[src/rtl/url_percent_codec_defines.svh]
// Assertion macros shared by the url_percent_codec RTL.
`ifndef URL_PERCENT_CODEC_DEFINES_SVH
`define URL_PERCENT_CODEC_DEFINES_SVH

// Same-cycle implication, checked on clk, off while rst_n is low.
`define UPC_ASSERT_IMP(lbl, ante, cons, msg) \
  lbl: assert property (@(posedge clk) disable iff (!rst_n) (ante) |-> (cons)) \
    else $error(msg);

// Next-cycle implication, checked on clk, off while rst_n is low.
`define UPC_ASSERT_NXT(lbl, ante, cons, msg) \
  lbl: assert property (@(posedge clk) disable iff (!rst_n) (ante) |=> (cons)) \
    else $error(msg);

`endif

[src/rtl/upc_pkg.sv]
// Shared types, character codes and helper functions for the URL codec.
package upc_pkg;

  localparam logic [7:0] CH_SPACE = 8'h20;
  localparam logic [7:0] CH_PLUS  = 8'h2B;
  localparam logic [7:0] CH_PCT   = 8'h25;
  localparam logic [7:0] HI_MASK  = 8'hF0;
  localparam logic [7:0] LO_MASK  = 8'h0F;
  localparam logic [4:0] NOT_HEX  = 5'd16;

  // Up to three output bytes produced by one input item.
  typedef struct packed {
    logic [2:0][7:0] bytes;
    logic [1:0]      cnt;
    logic            last;
  } upc_cmd_t;

  // Uppercase hex character of a nibble.
  function automatic logic [7:0] hex_char(input logic [3:0] nib);
    logic [7:0] n8;
    n8 = {4'd0, nib};
    if (nib > 4'd9) hex_char = n8 - 8'd10 + 8'h41;
    else            hex_char = n8 + 8'h30;
  endfunction

  // Value of a hex digit, NOT_HEX when the byte is not one.
  function automatic logic [4:0] hex_val(input logic [7:0] b);
    logic [7:0] d;
    d = 8'd0;
    if (b >= 8'h30 && b <= 8'h39) begin
      d = b - 8'h30;
      hex_val = d[4:0];
    end else if (b >= 8'h61 && b <= 8'h66) begin
      d = b - 8'h61 + 8'd10;
      hex_val = d[4:0];
    end else if (b >= 8'h41 && b <= 8'h46) begin
      d = b - 8'h41 + 8'd10;
      hex_val = d[4:0];
    end else begin
      hex_val = NOT_HEX;
    end
  endfunction

  // Bytes that pass unchanged in encode mode.
  function automatic logic passes(input logic [7:0] b);
    logic alnum;
    alnum = (b >= 8'h41 && b <= 8'h5A) || (b >= 8'h61 && b <= 8'h7A) ||
            (b >= 8'h30 && b <= 8'h39);
    passes = alnum || b == 8'h2D || b == 8'h5F || b == 8'h2E || b == 8'h21 ||
             b == 8'h7E || b == 8'h2A || b == 8'h27 || b == 8'h28 || b == 8'h29 ||
             b == 8'h26 || b == 8'h3D || b == 8'h2F || b == 8'h5C || b == 8'h3F;
  endfunction

endpackage

[src/rtl/url_percent_codec.sv]
// Top level of the URL percent encoder/decoder.
//
//  channel | dir | handshake          | payload
//  --------+-----+--------------------+------------------------------
//  in_     | in  | in_tvalid/tready   | tdata[7:0]=in_byte, tlast=in_last
//  out_    | out | out_tvalid/tready  | tdata[7:0]=out_byte, tlast=out_last
//  cfg_    | in  | cfg_wr_en          | cfg_wr_data = direction
//
// Each item yields 0 to 3 output bytes; the back end sends one byte per cycle
// while out_tready is high. Three come from an escaped byte in encode mode, up
// to three from a broken escape in decode mode.
// The front end takes one item per cycle while the command queue has room; the
// first byte goes out through the queue, then the back end's command register.
// Reset (rst_n low, synchronous) selects encode mode and drops any escape.
// Either side may stall; the queue of FIFO_DEPTH commands absorbs the slip.
module url_percent_codec #(
  parameter int FIFO_DEPTH = 4
) (
  input  logic       clk,
  input  logic       rst_n,
  // configuration
  input  logic       cfg_wr_en,
  input  logic       cfg_wr_data,   // direction: 0 encode, 1 decode
  // input stream
  input  logic       in_tvalid,
  output logic       in_tready,
  input  logic [7:0] in_tdata,      // [7:0] in_byte
  input  logic       in_tlast,      // in_last
  // result stream
  output logic       out_tvalid,
  input  logic       out_tready,
  output logic [7:0] out_tdata,     // [7:0] out_byte
  output logic       out_tlast      // out_last
);

  upc_pkg::upc_cmd_t push_cmd, pop_cmd;
  logic q_push, q_full, q_pop, q_valid;

  // classify and expand each accepted item
  upc_front u_front (
    .clk        (clk),
    .rst_n      (rst_n),
    .cfg_wr_en  (cfg_wr_en),
    .cfg_wr_data(cfg_wr_data),
    .in_valid   (in_tvalid),
    .in_ready   (in_tready),
    .in_byte    (in_tdata),
    .in_last    (in_tlast),
    .q_full     (q_full),
    .q_push     (q_push),
    .q_cmd      (push_cmd)
  );

  // decouples input acceptance from output play-out
  upc_fifo #(.DEPTH(FIFO_DEPTH)) u_fifo (
    .clk    (clk),
    .rst_n  (rst_n),
    .push   (q_push),
    .wr_data(push_cmd),
    .full   (q_full),
    .pop    (q_pop),
    .valid  (q_valid),
    .rd_data(pop_cmd)
  );

  // one output byte per cycle from the held command while out_tready is high
  upc_back u_back (
    .clk      (clk),
    .rst_n    (rst_n),
    .q_valid  (q_valid),
    .q_cmd    (pop_cmd),
    .q_pop    (q_pop),
    .out_valid(out_tvalid),
    .out_ready(out_tready),
    .out_byte (out_tdata),
    .out_last (out_tlast)
  );

endmodule

[src/rtl/upc_front.sv]
// Front end: accepts bytes, tracks escape state and builds output commands.
module upc_front (
  input  logic            clk,
  input  logic            rst_n,
  input  logic            cfg_wr_en,
  input  logic            cfg_wr_data,
  input  logic            in_valid,
  output logic            in_ready,
  input  logic [7:0]      in_byte,
  input  logic            in_last,
  input  logic            q_full,
  output logic            q_push,
  output upc_pkg::upc_cmd_t q_cmd
);

  typedef enum logic [1:0] {
    PH_IDLE  = 2'd0,
    PH_PCT   = 2'd1,
    PH_DIGIT = 2'd2
  } phase_t;

  logic       dir_r;
  phase_t     phase_r, phase_nxt;
  logic [7:0] held_digit_r, held_nxt;

  logic [4:0] v, hv;
  logic       is_hex;
  logic       idle_go;
  logic [1:0] n;
  logic       accept;

  assign in_ready = !q_full;
  assign accept   = in_valid && in_ready;
  assign q_push   = accept && (q_cmd.cnt != 2'd0);

  always_comb begin
    q_cmd     = '0;
    n         = 2'd0;
    phase_nxt = phase_r;
    held_nxt  = held_digit_r;
    idle_go   = 1'b0;
    v         = upc_pkg::hex_val(in_byte);
    hv        = upc_pkg::hex_val(held_digit_r);
    is_hex    = !v[4];
    if (!dir_r) begin
      if (in_byte == upc_pkg::CH_SPACE) begin
        q_cmd.bytes[n] = upc_pkg::CH_PLUS;  n = n + 2'd1;
      end else if (upc_pkg::passes(in_byte)) begin
        q_cmd.bytes[n] = in_byte;  n = n + 2'd1;
      end else begin
        q_cmd.bytes[n] = upc_pkg::CH_PCT;  n = n + 2'd1;
        q_cmd.bytes[n] = upc_pkg::hex_char(4'((in_byte & upc_pkg::HI_MASK) >> 4));
        n = n + 2'd1;
        q_cmd.bytes[n] = upc_pkg::hex_char(4'(in_byte & upc_pkg::LO_MASK));
        n = n + 2'd1;
      end
    end else begin
      unique case (phase_r)
        PH_PCT: begin
          phase_nxt = PH_IDLE;
          if (is_hex) begin
            if (in_last) begin
              q_cmd.bytes[n] = upc_pkg::CH_PCT;  n = n + 2'd1;
              q_cmd.bytes[n] = in_byte;          n = n + 2'd1;
            end else begin
              held_nxt  = in_byte;
              phase_nxt = PH_DIGIT;
            end
          end else begin
            q_cmd.bytes[n] = upc_pkg::CH_PCT;  n = n + 2'd1;
            idle_go = 1'b1;
          end
        end
        PH_DIGIT: begin
          phase_nxt = PH_IDLE;
          if (is_hex) begin
            q_cmd.bytes[n] = {hv[3:0], v[3:0]};  n = n + 2'd1;
          end else begin
            q_cmd.bytes[n] = upc_pkg::CH_PCT;  n = n + 2'd1;
            q_cmd.bytes[n] = held_digit_r;     n = n + 2'd1;
            idle_go = 1'b1;
          end
        end
        default: begin
          phase_nxt = PH_IDLE;
          idle_go   = 1'b1;
        end
      endcase
      if (idle_go) begin
        if (in_byte == upc_pkg::CH_PCT) begin
          if (in_last) begin
            q_cmd.bytes[n] = upc_pkg::CH_PCT;  n = n + 2'd1;
          end else begin
            phase_nxt = PH_PCT;
          end
        end else begin
          q_cmd.bytes[n] = (in_byte == upc_pkg::CH_PLUS) ? upc_pkg::CH_SPACE : in_byte;
          n = n + 2'd1;
        end
      end
    end
    // a string always ends with no escape pending
    if (in_last) phase_nxt = PH_IDLE;
    q_cmd.cnt  = n;
    q_cmd.last = in_last;
  end

  always_ff @(posedge clk) begin
    if (!rst_n) begin
      dir_r   <= 1'b0;
      phase_r <= PH_IDLE;
    end else if (cfg_wr_en) begin
      dir_r   <= cfg_wr_data;
      phase_r <= PH_IDLE;
    end else if (accept) begin
      phase_r <= phase_nxt;
    end
  end

  always_ff @(posedge clk) begin
    if (accept) held_digit_r <= held_nxt;
  end

endmodule

[src/rtl/upc_fifo.sv]
// Small command queue between the front and back ends.
`include "url_percent_codec_defines.svh"

module upc_fifo #(
  parameter int DEPTH = 4
) (
  input  logic              clk,
  input  logic              rst_n,
  input  logic              push,
  input  upc_pkg::upc_cmd_t wr_data,
  output logic              full,
  input  logic              pop,
  output logic              valid,
  output upc_pkg::upc_cmd_t rd_data
);

  localparam int AW = (DEPTH > 1) ? $clog2(DEPTH) : 1;
  localparam int CW = $clog2(DEPTH + 1);

  upc_pkg::upc_cmd_t mem [DEPTH];
  logic [AW-1:0] wr_ptr_r, rd_ptr_r;
  logic [CW-1:0] count_r;

  assign full    = (count_r == CW'(DEPTH));
  assign valid   = (count_r != '0);
  assign rd_data = mem[rd_ptr_r];

  function automatic logic [AW-1:0] inc(input logic [AW-1:0] p);
    inc = (p == AW'(DEPTH - 1)) ? '0 : p + AW'(1);
  endfunction

  always_ff @(posedge clk) begin
    if (push) mem[wr_ptr_r] <= wr_data;
  end

  always_ff @(posedge clk) begin
    if (!rst_n) begin
      wr_ptr_r <= '0;
      rd_ptr_r <= '0;
      count_r  <= '0;
    end else begin
      if (push) wr_ptr_r <= inc(wr_ptr_r);
      if (pop)  rd_ptr_r <= inc(rd_ptr_r);
      if (push && !pop)      count_r <= count_r + CW'(1);
      else if (pop && !push) count_r <= count_r - CW'(1);
    end
  end

  `UPC_ASSERT_IMP(a_no_push_full, push, !full, "push into full queue")
  `UPC_ASSERT_IMP(a_no_pop_empty, pop, valid, "pop from empty queue")
  `UPC_ASSERT_IMP(a_count_range, 1'b1, count_r <= CW'(DEPTH), "queue count out of range")

endmodule

[src/rtl/upc_back.sv]
// Back end: plays out queued commands one byte per cycle while out_ready is high.
`include "url_percent_codec_defines.svh"

module upc_back (
  input  logic              clk,
  input  logic              rst_n,
  input  logic              q_valid,
  input  upc_pkg::upc_cmd_t q_cmd,
  output logic              q_pop,
  output logic              out_valid,
  input  logic              out_ready,
  output logic [7:0]        out_byte,
  output logic              out_last
);

  upc_pkg::upc_cmd_t cmd_r;
  logic [1:0]        idx_r;
  logic              busy_r;
  logic              at_end;
  logic              fire;

  assign at_end    = (idx_r == cmd_r.cnt - 2'd1);
  assign fire      = busy_r && out_ready;
  assign q_pop     = q_valid && (!busy_r || (fire && at_end));
  assign out_valid = busy_r;
  assign out_last  = cmd_r.last && at_end;

  always_comb begin
    unique case (idx_r)
      2'd0:    out_byte = cmd_r.bytes[0];
      2'd1:    out_byte = cmd_r.bytes[1];
      default: out_byte = cmd_r.bytes[2];
    endcase
  end

  always_ff @(posedge clk) begin
    if (!rst_n) begin
      busy_r <= 1'b0;
      idx_r  <= 2'd0;
    end else if (q_pop) begin
      busy_r <= 1'b1;
      idx_r  <= 2'd0;
    end else if (fire) begin
      if (at_end) busy_r <= 1'b0;
      else        idx_r  <= idx_r + 2'd1;
    end
  end

  always_ff @(posedge clk) begin
    if (q_pop) cmd_r <= q_cmd;
  end

  `UPC_ASSERT_IMP(a_busy_cnt, busy_r, cmd_r.cnt != 2'd0, "empty command in play")
  `UPC_ASSERT_IMP(a_idx_range, busy_r, idx_r < cmd_r.cnt, "byte index past command")
  `UPC_ASSERT_NXT(a_stall_idx, busy_r && !out_ready, busy_r && $stable(idx_r),
                  "byte index moved while stalled")

endmodule

[config.mk]
export PLATFORM = sky130hd
export DESIGN_NAME = url_percent_codec
export DESIGN_NICKNAME = d
export VERILOG_FILES = /design/src/rtl/upc_pkg.sv /design/src/rtl/url_percent_codec.sv /design/src/rtl/upc_front.sv /design/src/rtl/upc_fifo.sv /design/src/rtl/upc_back.sv
export VERILOG_INCLUDE_DIRS = /design/src /design/src/rtl
export SDC_FILE = /design/constraint.sdc
export NUM_CORES = 1
export LEC_CHECK = 0
export ABC_CLOCK_PERIOD_IN_PS = 5650
export BUFFER_PORTS_ARGS = -buffer_cell sky130_fd_sc_hd__buf_2
export CAP_MARGIN = 25
export CORE_MARGIN = 8
export CORE_UTILIZATION = 62
export CTS_CLUSTER_DIAMETER = 150
export CTS_CLUSTER_SIZE = 14
export DETAILED_ROUTE_END_ITERATION = 8
export HOLD_SLACK_MARGIN = 0.15
export MAX_ROUTING_LAYER = met4
export PLACE_DENSITY = 0.83
export SYNTH_ARGS = -nofsm -noshare
export SYNTH_HDL_FRONTEND = slang
export SYNTH_SLANG_ARGS = --single-unit
[constraint.sdc]
create_clock -name clk -period 5.65 [get_ports clk]
set_clock_uncertainty 0.15 [all_clocks]
set_input_delay 0.2825 -clock clk [delete_from_list [all_inputs] [get_ports clk]]
set_output_delay 0.2825 -clock clk [all_outputs]
set_load 0.05 [all_outputs]
==> flow_summary.json <==
{
  "drt_wl_total_um": 20700,
  "max_slew.worst_pin.slew_ns": 0.901,
  "async_flop_share_pct": 0,
  "whs_endpoint": "u_front.held_digit_r[7]",
  "antenna-diode-count": 0,
  "ys.flop_type": "edfxtp_1",
  "die-area_mm2": 0.0167,
  "r2r-start": "u_front.phase_r[0]",
  "overflow": 0,
  "p_per_area_mw_per_mm2": 456,
  "synth_nets": 652,
  "worstRegToRegCells": 17,
  "dpl-instance-area_mm2": 0.00835,
  "cts_made_buffers": 17,
  "worst_setup_path_end_kind": "register",
  "synth-edff-count": 143,
  "hold_start": "in_tdata[7]",
  "relSlewSlack_pct": 39.7,
  "grt_antenna_before_repair": 0,
  "drt_iter0_markers": 706,
  "vias": 5585,
  "netlist_instances": 601,
  "drc": 0,
  "r2r_slack_ns": 1.43,
  "clockBufferDepth": 2,
  "final-hold-violation-count": 0,
  "clk_pin_slew_ns": 0.06,
  "grt_use_total_pct": 26.5,
  "clkLatencyLatePin_ns": 0.42,
  "arrival_ns": 5.60,
  "power_frac_clock_pct": 27.2,
  "viasPerCell": 6.75,
  "row_count": 41,
  "slew_violations": 0,
  "final_nets": 693,
  "clock-sinks": 156,
  "crit_fanout": 11,
  "grt_pass1_wl_um": 32000,
  "hp-class": "input port to register",
  "crit_required_ns": 5.85,
  "seqPwrFrac_pct": 43.4,
  "antenna_left": 0,
  "start_util_pct": 63.3,
  "power.internal_mw": 2.80,
  "grt_max_degree": 30,
  "ys_warn_count": 0,
  "critPathLaunchType": "input port",
  "outcome": "completed",
  "r2r-end": "u_fifo.count_r[2]",
  "die_h_um": 129,
  "synth.distinct_cells": 79,
  "ios": 26,
  "finalCritPeriodShare_pct": 95.7,
  "finalCriticalPeriod_ns": 5.41,
  "clockRootBuffer": "clkbuf_16",
  "grt_pass1_vias": 5612,
  "io_buffers": 25,
  "yosysSeqAreaShare_pct": 57.3,
  "postLayoutCellArea_mm2": 0.00907,
  "dr.pass1.iters": 5,
  "peakVddDrop_uv": 264,
  "syn-cell-area_mm2": 0.00795,
  "maxCapViolCount": 0,
  "grt_setup_unrepaired": "false",
  "gp_congestion": 0.978,
  "area_growth_pct": 14.0,
  "place_hpwl_um": 12800,
  "cellLeakagePower_nw": 3.18,
  "post_drt_wl_per_cell_um": 25.0,
  "cts_tree": "done",
  "final_core_util_pct": 72.2,
  "synth.avg_cell_area_um2": 13.2,
  "fmax_ghz": 0.185,
  "setup_viol": 0,
  "power.switching_mw": 1.34,
  "tns_ns": 0,
  "core_area_mm2": 0.0126,
  "hold_depth": 1,
  "pwr-share-comb_pct": 29.4,
  "critPathKind": "input port to register",
  "drive_gt1_share_pct": 19.5,
  "nFillCells": 803,
  "die_w_um": 129,
  "ys_ff_latch": 156,
  "switching_share_pct": 32.3,
  "htree_levels": 4
}
## layer usage
layer  vias to the layer above  GRT usage (%)  wire length, um
met5                         -              -                0
met4                         0           11.1              737
met3                        73           5.30             1810
met2                       373           42.3            10200
met1                      2734           32.4             7940
li1                       2405              -                -
## placed cells by master (no fill, tap or decap), drive strengths merged, types with 4 or more instances in the layout
cell type,n
clkbuf,20
nor3b,7
a21o,5
nor2b,14
nor3,9
a32oi,4
clkinv,9
dfxtp,13
inv,29
nor4,6
a31oi,6
nand2,53
dlygate4sd3,8
xnor2,14
buf,46
mux4,27
nor4b,4
nand3,13
and2,9
o211ai,5
a22oi,13
nor2,30
a21oi,18
ha,35
and3,7
mux2i,7
or3,5
a221o,4
o21ai,22
edfxtp,143
a2111oi,4
o22ai,7
## cells in the mapped netlist (all sizes together) (4+ instances only)
cell,count,share of area [%]
edfxtp,143,54
nand2,53,2.5
ha,35,5.5
nor2,30,1.4
mux4,27,7.6
inv,26,1.2
o21ai,22,1.4
clkbuf,21,0.99
a21oi,18,1.1
nor2b,14,1.2
xnor2,14,1.7
a22oi,13,1.2
dfxtp,13,3.3
nand3,13,0.98
buf,12,0.77
and2,9,0.71
nor3,9,0.63
and3,7,0.55
mux2i,7,0.88
nor3b,7,0.66
o22ai,7,0.55
a31oi,6,0.47
nor4,6,0.47
a21o,5,0.47
o211ai,5,0.47
or3,5,0.39
a2111oi,4,0.53
a221o,4,0.50
a32oi,4,0.44
nor4b,4,0.79
## sequential cells by signal (all words and copies together), names as in the netlist
signal	flops
u_back.out_valid	1
u_fifo.rd_ptr_r	2
u_back.idx_r	2
u_fifo.wr_ptr_r	2
u_back.cmd_r	27
u_front.phase_r	2
u_fifo.mem	108
u_fifo.count_r	3
u_front.dir_r	1
u_front.held_digit_r	8
## power by group through the flow
stage          sequential (mW)  combinational (mW)  clock, mW
6_report                  1.80                1.22       1.12
5_1_grt                   1.82                1.29       1.18
4_1_cts                   1.80                1.22       1.13
3_5_place_dp              1.80                1.19          0
3_3_place_gp              1.83                1.09          0
2_1_floorplan             1.77               0.848          0
## metrics by stage
step | hold WS (ns) | cells | setup slack [ns] | total power, mW
floorplan | 0.209 | 601 | 0.487 | 2.62
CTS | 0.157 | 823 | 0.0858 | 4.15
global route | 0.186 | 827 | 0.00454 | 4.29
global placement | 0.341 | 782 | 0.432 | 2.92
detailed placement | 0.352 | 783 | 0.225 | 3.00
finish | 0.197 | 827 | 0.242 | 4.14
## cell families after synthesis
group,after synthesis,synth area share [%]
compound gates,122,11.1
xor+xnor,17,2.06
fa+ha+maj,36,5.76
buf+inv,60,3.04
flops,156,57.3
mux,35,8.67
simple gates,175,12.1
## what timing repair did
item | in CTS | in global routing
buffers inserted | 0 | 3
endpoints found under the hold margin | 18 | 0
hold buffers | 8 | 0
setup endpoints to repair | 0 | 1
gates resized for setup | 0 | 5
## how the worst max path moves through the flow
stage | slack (ns) | from | endpoint | cells after the start
finish | 0.24 | in_tdata[0] | u_fifo.count_r[2] | 23
global route | 0.005 | in_tdata[0] | u_fifo.count_r[2] | 23
CTS | 0.09 | in_tdata[0] | u_fifo.count_r[2] | 23
detailed placement | 0.22 | in_tdata[0] | u_fifo.count_r[2] | 22
global placement | 0.43 | in_tdata[0] | u_fifo.count_r[2] | 22
floorplan | 0.49 | in_tdata[0] | u_fifo.count_r[2] | 23
## critical path, cell delays in order
cell	delay, ns
dlygate4sd3_1	0.52
buf_2	0.27
inv_2	0.13
ha_2	0.25
nand2b_1	0.18
a2111oi_4	0.11
nor4b_2	0.56
xnor2_2	0.22
nand2_1	0.14
o21ai_1	0.23
inv_1	0.11
ha_1	0.34
nor4_1	0.06
and3_1	0.22
a21o_1	0.20
o41a_1	0.46
inv_1	0.08
ha_1	0.17
inv_1	0.06
fa_1	0.37
xor2_1	0.17
or3_1	0.30
a21boi_0	0.18
## cell type report
cell class	instances	area [um2]	area share, %
clock buffer	19	443	4.88
clock inverter	13	140	1.55
inverter	27	101	1.12
multi-input combinational	385	3180	35.1
sequential	156	4560	50.2
tap	172	215	2.37
timing repair buffer	55	430	4.75
No activity file was read; power rests on OpenSTA's default activity.
